==> src/rtl/lpdr_pkg.sv <==
`timescale 1ns / 1ps
// ----------------------------------------------------------------------------
// lpdr_pkg
// Shared types and constants of the length-prefixed deframer and reassembler.
// ----------------------------------------------------------------------------
package lpdr_pkg;

    localparam int BYTE_W           = 8;
    localparam int FRAME_LEN_W      = 16;
    localparam int TOTAL_W          = 32;
    localparam int DOC_LEN_BITS_DEF = 32;
    localparam int DOC_HDR_BYTES    = 4;

    typedef enum logic [2:0] {
        PH_HDR_HI = 3'b001,
        PH_HDR_LO = 3'b010,
        PH_BODY   = 3'b100
    } t_phase;

    typedef struct packed {
        logic [BYTE_W-1:0] data;
        logic              first;
        logic              last;
    } t_result;

endpackage

==> src/rtl/lpdr_in_stage.sv <==
`timescale 1ns / 1ps
// ----------------------------------------------------------------------------
// lpdr_in_stage
// Input register: holds one received byte until the parser takes it.
// ----------------------------------------------------------------------------
module lpdr_in_stage (
    input  logic                        i_clk,
    input  logic                        i_rst_n,
    input  logic                        i_valid,
    output logic                        o_ready,
    input  logic [lpdr_pkg::BYTE_W-1:0] i_data,
    input  logic                        i_advance,
    output logic                        o_valid,
    output logic [lpdr_pkg::BYTE_W-1:0] o_data
);

    logic                        r_valid;
    logic [lpdr_pkg::BYTE_W-1:0] r_data;

    assign o_ready = !r_valid || i_advance;
    assign o_valid = r_valid;
    assign o_data  = r_data;

    always_ff @(posedge i_clk) begin
        if (!i_rst_n) begin
            r_valid <= 1'b0;
        end else if (o_ready) begin
            r_valid <= i_valid;
        end
    end

    always_ff @(posedge i_clk) begin
        if (o_ready && i_valid) begin
            r_data <= i_data;
        end
    end

endmodule

==> src/rtl/lpdr_parser.sv <==
`timescale 1ns / 1ps
// ----------------------------------------------------------------------------
// lpdr_parser
// Frame header parser and message tracker: one byte per advance, gives the
// body byte with first and last of message marks.
// ----------------------------------------------------------------------------
module lpdr_parser #(
    parameter int DOC_LEN_BITS = lpdr_pkg::DOC_LEN_BITS_DEF
) (
    input  logic                        i_clk,
    input  logic                        i_rst_n,
    input  logic                        i_advance,
    input  logic [lpdr_pkg::BYTE_W-1:0] i_byte,
    output logic                        o_res_valid,
    output lpdr_pkg::t_result           o_res
);

    localparam int FW = lpdr_pkg::FRAME_LEN_W;
    localparam int TW = lpdr_pkg::TOTAL_W;

    lpdr_pkg::t_phase        r_phase,     n_phase;
    logic [FW-1:0]           r_flen,      n_flen;
    logic [FW-1:0]           r_body_cnt,  n_body_cnt;
    logic                    r_cont,      n_cont;
    logic [DOC_LEN_BITS-1:0] r_doc_len,   n_doc_len;
    logic [TW-1:0]           r_total,     n_total;

    logic [FW-1:0]           body_inc;
    logic [TW-1:0]           part;
    logic [TW-1:0]           doc_ext;
    logic [TW-1:0]           frame_ext;
    logic                    first;
    logic                    last;

    always_comb begin
        n_phase     = r_phase;
        n_flen      = r_flen;
        n_body_cnt  = r_body_cnt;
        n_cont      = r_cont;
        n_doc_len   = r_doc_len;
        n_total     = r_total;
        first       = 1'b0;
        last        = 1'b0;
        o_res_valid = 1'b0;
        body_inc    = r_body_cnt + FW'(1);
        part        = TW'(i_byte) << {r_body_cnt[1:0], 3'b000};
        doc_ext     = '0;
        frame_ext   = TW'(r_flen);

        case (r_phase)
            lpdr_pkg::PH_HDR_LO: begin
                n_flen      = {r_flen[FW-1:8], i_byte};
                n_body_cnt  = '0;
                n_phase     = ({r_flen[FW-1:8], i_byte} == '0) ?
                              lpdr_pkg::PH_HDR_HI : lpdr_pkg::PH_BODY;
            end
            lpdr_pkg::PH_BODY: begin
                o_res_valid = 1'b1;
                if (!r_cont) begin
                    if (r_body_cnt == '0) begin
                        first     = 1'b1;
                        n_doc_len = '0;
                        n_total   = '0;
                    end
                    if (r_body_cnt < FW'(lpdr_pkg::DOC_HDR_BYTES)) begin
                        n_doc_len = n_doc_len | part[DOC_LEN_BITS-1:0];
                    end
                end
                if (n_total != '1) begin
                    n_total = n_total + TW'(1);
                end
                doc_ext    = TW'(n_doc_len);
                n_body_cnt = body_inc;
                if (body_inc >= r_flen) begin
                    if (r_cont) begin
                        if (n_total >= doc_ext) begin
                            last   = 1'b1;
                            n_cont = 1'b0;
                        end
                    end else if (r_flen >= FW'(lpdr_pkg::DOC_HDR_BYTES) &&
                                 doc_ext > frame_ext) begin
                        n_cont = 1'b1;
                    end else begin
                        last = 1'b1;
                    end
                    n_phase    = lpdr_pkg::PH_HDR_HI;
                    n_body_cnt = '0;
                end
            end
            default: begin
                n_flen      = {i_byte, 8'h00};
                n_phase     = lpdr_pkg::PH_HDR_LO;
            end
        endcase

        o_res.data  = i_byte;
        o_res.first = first;
        o_res.last  = last;
    end

    always_ff @(posedge i_clk) begin
        if (!i_rst_n) begin
            r_phase     <= lpdr_pkg::PH_HDR_HI;
            r_flen      <= '0;
            r_body_cnt  <= '0;
            r_cont      <= 1'b0;
            r_doc_len   <= '0;
            r_total     <= '0;
        end else if (i_advance) begin
            r_phase     <= n_phase;
            r_flen      <= n_flen;
            r_body_cnt  <= n_body_cnt;
            r_cont      <= n_cont;
            r_doc_len   <= n_doc_len;
            r_total     <= n_total;
        end
    end

endmodule

==> src/rtl/length_prefixed_deframer_reassembler_core.sv <==
`timescale 1ns / 1ps
// ----------------------------------------------------------------------------
// length_prefixed_deframer_reassembler_core
// Length-prefixed frame deframer with multi-frame message reassembly.
//
// Slave channel: one stream byte per transfer. Each frame is a 2-byte
// big-endian length followed by that many body bytes.
// Master channel: one body byte per transfer; tuser marks the first byte
// of a message, tlast its final byte. Header bytes give no transfer.
// A message starts with a 4-byte little-endian document length; when the
// frame holds all 4 bytes and the length exceeds the frame length, the
// message continues over later frames until the byte count reaches it.
// Zero-length frames are dropped. A byte accepted into the input register
// passes the combinational parser into the result register that drives the
// master side. Throughput: one byte per cycle while the receiver does not stall.
// Reset clears the parser to expect a header byte and empties both
// registers. When the receiver stalls, the result register holds and the
// input register fills, then tready drops until the result is taken.
// ----------------------------------------------------------------------------
module length_prefixed_deframer_reassembler_core #(
    parameter int DOC_LEN_BITS = lpdr_pkg::DOC_LEN_BITS_DEF
) (
    input  logic                        i_clk,
    input  logic                        i_rst_n,
    input  logic                        i_s_axis_tvalid,
    output logic                        o_s_axis_tready,
    input  logic [lpdr_pkg::BYTE_W-1:0] i_s_axis_tdata,  // [7:0] in_byte
    output logic                        o_m_axis_tvalid,
    input  logic                        i_m_axis_tready,
    output logic [lpdr_pkg::BYTE_W-1:0] o_m_axis_tdata,  // [7:0] out_byte
    output logic                        o_m_axis_tuser,  // [0] first_of_message
    output logic                        o_m_axis_tlast
);

    logic                        in_valid;
    logic [lpdr_pkg::BYTE_W-1:0] in_byte;
    logic                        advance;
    logic                        res_valid;
    lpdr_pkg::t_result           res;

    logic                        r_out_valid;
    lpdr_pkg::t_result           r_out;

    assign advance = in_valid && (!r_out_valid || i_m_axis_tready);

    lpdr_in_stage u_in_stage (
        .i_clk     (i_clk),
        .i_rst_n   (i_rst_n),
        .i_valid   (i_s_axis_tvalid),
        .o_ready   (o_s_axis_tready),
        .i_data    (i_s_axis_tdata),
        .i_advance (advance),
        .o_valid   (in_valid),
        .o_data    (in_byte)
    );

    lpdr_parser #(
        .DOC_LEN_BITS (DOC_LEN_BITS)
    ) u_parser (
        .i_clk       (i_clk),
        .i_rst_n     (i_rst_n),
        .i_advance   (advance),
        .i_byte      (in_byte),
        .o_res_valid (res_valid),
        .o_res       (res)
    );

    always_ff @(posedge i_clk) begin
        if (!i_rst_n) begin
            r_out_valid <= 1'b0;
        end else if (advance) begin
            r_out_valid <= res_valid;
        end else if (i_m_axis_tready) begin
            r_out_valid <= 1'b0;
        end
    end

    always_ff @(posedge i_clk) begin
        if (advance && res_valid) begin
            r_out <= res;
        end
    end

    assign o_m_axis_tvalid = r_out_valid;
    assign o_m_axis_tdata  = r_out.data;
    assign o_m_axis_tuser  = r_out.first;
    assign o_m_axis_tlast  = r_out.last;

endmodule

==> config.mk <==
export PLATFORM = sky130hd
export DESIGN_NAME = length_prefixed_deframer_reassembler_core
export DESIGN_NICKNAME = d
export VERILOG_FILES = /design/src/rtl/lpdr_pkg.sv /design/src/rtl/lpdr_in_stage.sv /design/src/rtl/lpdr_parser.sv /design/src/rtl/length_prefixed_deframer_reassembler_core.sv
export SDC_FILE = /design/constraint.sdc
export NUM_CORES = 1
export LEC_CHECK = 0
export BUFFER_PORTS_ARGS = -buffer_cell sky130_fd_sc_hd__buf_2
export CORE_UTILIZATION = 68
export DETAILED_ROUTE_END_ITERATION = 8
export GPL_TIMING_DRIVEN = 0
export PLACE_DENSITY = 0.86
export SLEW_MARGIN = 10
export SYNTH_ARGS = -nofsm -noshare
export SYNTH_HDL_FRONTEND = slang
export SYNTH_SLANG_ARGS = --single-unit
==> constraint.sdc <==
create_clock -name i_clk -period 7 [get_ports i_clk]
set_clock_uncertainty 0.05 [all_clocks]
set_input_delay 1.4 -clock i_clk [delete_from_list [all_inputs] [get_ports i_clk]]
set_output_delay 1.4 -clock i_clk [all_outputs]
set_load 0.02 [all_outputs]
After elaboration in Yosys (flattened, before gate mapping)
Cells that the tools add are included.
- bits in registers: 120
- output and inout port bits: 12
- logic and storage cells: 75
- add/subtract/negate cells: 2
- $lt $le $gt $ge: 5
- equal/unequal tests: 4
- shift operators: 1
- muxes and demuxes: 27
- bitwise gates (word level): 3
- reduce and logical (&&, ||, !) cells: 20
- operators with widths (operator ; number):
    32-bit two-way mux ; 11
    16-bit one-hot mux with 2 select lines ; 2
    32-bit by 1-bit adder with 32-bit output (second input constant) ; 1
    32-bit >= comparator ; 1
    32-bit by 16-bit greater-than comparator with 1-bit output ; 1
    16-bit logical NOT ; 2
    32-bit inequality test (second input constant) ; 1
    32-bit bitwise OR ; 1
    8-bit by 5-bit << shifter with 32-bit output ; 1
    16-bit by 1-bit adder with 16-bit output (second input constant) ; 1
    16-bit >= comparator ; 1
    16-bit by 3-bit >= comparator with 1-bit output (second input constant) ; 1
    16-bit by 3-bit < comparator with 1-bit output (second input constant) ; 1
    16-bit two-way mux ; 1
    1-bit two-way mux ; 10
    2-bit AND reduction ; 5
    3-bit two-way mux ; 2
    3-bit one-hot mux with 2 select lines ; 1
    3-bit AND reduction ; 2
    1-bit logical AND ; 4
    2-bit nonzero test ; 2
    3-bit by 2-bit equality test with 1-bit output (second input constant) ; 1
    3-bit equality test (second input constant) ; 1
    1-bit logical NOT ; 2
    4 further kinds ; 6

Logic depth before layout (Yosys ltp)
- word-level depth: 12
- gate-level depth with buffers: 18
- gate-level depth less buffers: 17

Hierarchy
From an unflattened synthesis, not the netlist that was laid out.
- cell total of the unflattened synthesis: 952
- area, all modules: 7848.8 µm²
- modules (own cells, without submodules) (module ; instances ; cells each ; area an instance (µm²) ; seq. area each (µm²)):
    lpdr_parser ; 1 ; 923 ; 7176.9 ; 2001.9
    length_prefixed_deframer_reassembler_core ; 1 ; 16 ; 374.1 ; 320.3
    lpdr_in_stage ; 1 ; 13 ; 297.8 ; 260.2

Worst setup path after synthesis
No wires, ideal clock.
- path kind: flip-flop to flip-flop
- start: register u_parser.r_body_cnt[0]
- end: register r_out (netlist bit o_m_axis_tlast) (data pin)
- setup time: 0.265 ns
- data arrival time: 3.406 ns
- setup slack: 3.280 ns
- cell stages (with the launch flop): 19
- clock period less this slack: 3.720 ns
- path through: dfxtp_1 > inv_1 > ha_1 > nor4b_1 > nand4_1 > buf_6 > and2_1 > a21boi_4 > nand2_1 > xor2_1 > nor2_1 > ha_1 > a211o_1 > a31oi_1 > o221ai_1 > a2111oi_0 > o21ai_0 > nand3_1 > nor3_1
- word-level cells in the longest chain between the ends: 12
- elaborated cells between the ends (all ways): 26
- classes of those cells: add/sub (2); order compare (4); eq/ne (1); shift (1); mux (14); bitwise (1); reduce/logical (3)
- RTL lines (item ; RTL line ; text):
    start: declaration ; lpdr_parser.sv:23 ; logic [FW-1:0] r_body_cnt, n_body_cnt;
    start signal: assignment ; lpdr_parser.sv:112 ; r_body_cnt <= n_body_cnt;
    parallel branches: the longest is 12 deep, another holds 32-bit by 1-bit adder with 32-bit output ; - ;
    end signal: assignment ; length_prefixed_deframer_reassembler_core.sv:80 ; r_out <= res;
    end: declaration ; length_prefixed_deframer_reassembler_core.sv:42 ; lpdr_pkg::t_result r_out;
Several ways; the timed one is not identified. The select of a mux whose other input is x is not followed.
A chain may end at the register's enable or synchronous reset.

Worst setup path in the final report
- start: register u_parser.r_body_cnt[2]
- end: register r_out (netlist bit o_m_axis_tlast) (data pin)
Same word-level chain as after synthesis.

==> flow_metrics.tcl <==
set metrics [dict create \
    drtIter0Drc 1163 \
    grt_max_degree 20 \
    gp_congestion 0.9486 \
    cap_viol_max_count 0 \
    clk_path_buf_depth 2 \
    io_pins 24 \
    die_w_um 110.7 \
    tightest_slew_ps 1194 \
    port_buffers 22 \
    netlist.top_cell.by_area "dfxtp_1" \
    critPathKind "reg2reg" \
    synth_compound_area_share_pct 22.58 \
    fin_area_um2 8889 \
    synth_top_family_by_area "simple AND/OR/NAND/NOR gates" \
    crit_path_max_fanout 10 \
    leakagePower_nw 3.747 \
    cts_setup_buffers 0 \
    vdd_drop_max_mv 0.2145 \
    setup_tns_ps 0 \
    fin_ws_ps 1713 \
    core_area_um2 11470 \
    setup_violations 0 \
    cts_tree "done" \
    synthArstFlopShare_pct 0 \
    ys_warn_count 0 \
    gr-usage-all-layers_pct 38.74 \
    arrival_ps 5400 \
    status "completed" \
    ctsHtreeMaxLevel 4 \
    hold_ws_ps 415.3 \
    ant_nets 0 \
    hold_class "reg2reg" \
    multi_input_area_um2 4960 \
    syn_area_um2 8029 \
    clk_pin_slew_ps 60 \
    syn_area_per_cell_um2 8.541 \
    drc 0 \
    wl_mm 23.22 \
    synth.top_cells.by_count "129 x nand2_1, 102 x dfxtp_1, 66 x ha_1" \
    root_buffer "clkbuf_16" \
    n_antenna_cell 0 \
    final_nets 1059 \
    synth_xor_area_share_pct 4.254 \
    cts_resized 0 \
    yosysUniqueCellTypes 79 \
    synthAdderAreaFrac_pct 10.29 \
    seq_area_frac_synth_pct 32.16 \
    layout_min_cycle_time_ps 5287 \
    synth_ff_type "dfxtp_1" \
    grt_pass1_wl_mm 37.01 \
    post_drt_wl_per_cell_um 20.42 \
    crit_path_end_kind "flip-flop" \
    yosysTopAreaCellShare_pct 25.43 \
    dr.pass1.iters 6 \
    synthesis.nets 1018 \
    grt_pass1_vias 7234 \
    hold_viol 0 \
    yosys.cell_count.top_type "nand2_1" \
    slew_headroom_pct 20.40 \
    final-max-slew-violation-count 0 \
    initial_core_util_pct 70.02 \
    power_density_nw_per_um2 187.8 \
    required_ps 7110 \
    synth_area_leaders "dfxtp_1 25%, ha_1 10%, edfxtp_1 6.7%" \
    cts_sinks 120 \
    overflow 0 \
    rsz0062_at_grt "no" \
    fill_cells 801 \
    die_area_um2 12250 \
    synth_mux_area_share_pct 0.2649 \
    area_growth_pct 10.71 \
    antenna_found_initial 0 \
    yosys.area_share.simple_pct 24.39 \
    clock_latency_ps 430 \
    cp-start-kind "flip-flop" \
    ys_ff_latch 120 \
    avgViaCountPerCell 6.712 \
    synth_edf_count 18 \
    drive_above_1_share_pct 10.56 \
    dpl_worst_slack_ps 1985 \
    seq_area_um2 2582 \
    placed_cell_area_um2 8318 \
    syn_inst 940 \
    die_h_um 110.7 \
    numCtsBuffers 17 \
    num_rows 39 \
    period_share_pct 75.52 \
    dp_hpwl_mm 16.79 \
    cts_hold_buf 0 \
    num_vias 7632 \
    fmax_mhz 189.2 \
]
## per-layer routing
layer / vias up / routed length, um / track usage, %
met5: - / 0 / 0
met4: 0 / 1254 / 21.96
met3: 105 / 2289 / 9.513
met2: 488 / 10540 / 60.25
met1: 3522 / 9130 / 49.14
li1: 3517 / - / -
## cells by family after synthesis
family	after synthesis
flip-flops	120
multiplexers	2
AO/OA/AOI/OAI	250
XOR/XNOR	39
adder cells (fa/ha/maj)	66
AND/OR/NAND/NOR	365
buffers and inverters	98
## power breakdown
group / internal (mW) / switching [mW] / total (mW)
combinational: 0.0303 / 0.0615 / 0.0918
clock: 0.495 / 0.363 / 0.858
sequential: 0.708 / 0.0111 / 0.719
## state kept, by name (all words and copies together) (netlist names)
signal and flops:
o_m_axis_tdata 8, o_m_axis_tlast 1, o_m_axis_tuser 1, o_m_axis_tvalid 1, u_in_stage.o_data 8, u_in_stage.o_valid 1, u_parser.r_body_cnt 16, u_parser.r_cont 1
u_parser.r_doc_len 32, u_parser.r_flen 16, u_parser.r_phase 3, u_parser.r_total 32
## through the flow
| step | total power, mW | std cells | util, % |
|---|---|---|---|
| 2_1_floorplan | 0.7860 | 940 | - |
| 3_3_place_gp | 0.8185 | 1105 | 72.54 |
| 3_5_place_dp | 0.8216 | 1105 | 72.54 |
| 4_1_cts | 1.662 | 1137 | 77.51 |
| 5_1_grt | 1.706 | 1137 | 77.51 |
| 6_report | 1.669 | 1137 | 77.51 |
## worst max-delay path: stages (launching register included)
cell and delay [ps]:
dfxtp_1 370, nor4_2 440, nand4_1 450, nor2_1 670
buf_2 370, buf_1 410, nor2_1 150, ha_1 350
a211o_1 260, a31oi_1 150, o221ai_1 160, a2111oi_0 690
o21ai_0 250, nand3_1 170, nor3_1 80
## layout by cell type, fill, tap and decap left out, types with 33 or more instances in the layout
cell type / Yosys / routed
o21ai_0: 47 / 47
dfxtp_1: 102 / 102
nand3_1: 34 / 34
nand2_1: 129 / 129
a22oi_1: 42 / 42
nor2_1: 59 / 59
inv_1: 46 / 46
a21boi_0: 35 / 35
o211a_1: 33 / 33
ha_1: 66 / 66
## final cells by class
class	instances	area share, %
multi-input cells	722	55.80
flip-flops and latches	120	29.05
clock buffers	17	4.786
plain buffers	52	3.533
well taps	143	2.013
inverters	46	1.943
clock inverters	15	1.633
repair buffers	22	1.239
## final timing paths
path | cells after the start | endpoint | slack (ps) | startpoint
setup / recovery | 14 | o_m_axis_tlast | 1710 | u_parser.r_body_cnt[2]
hold / removal | 2 | u_parser.r_flen[3] | 420 | u_parser.r_flen[3]
setup reg to reg | 14 | o_m_axis_tlast | 1710 | u_parser.r_body_cnt[2]
hold reg to reg | 2 | u_parser.r_flen[3] | 420 | u_parser.r_flen[3]
No activity file was read; power rests on OpenSTA's default activity.
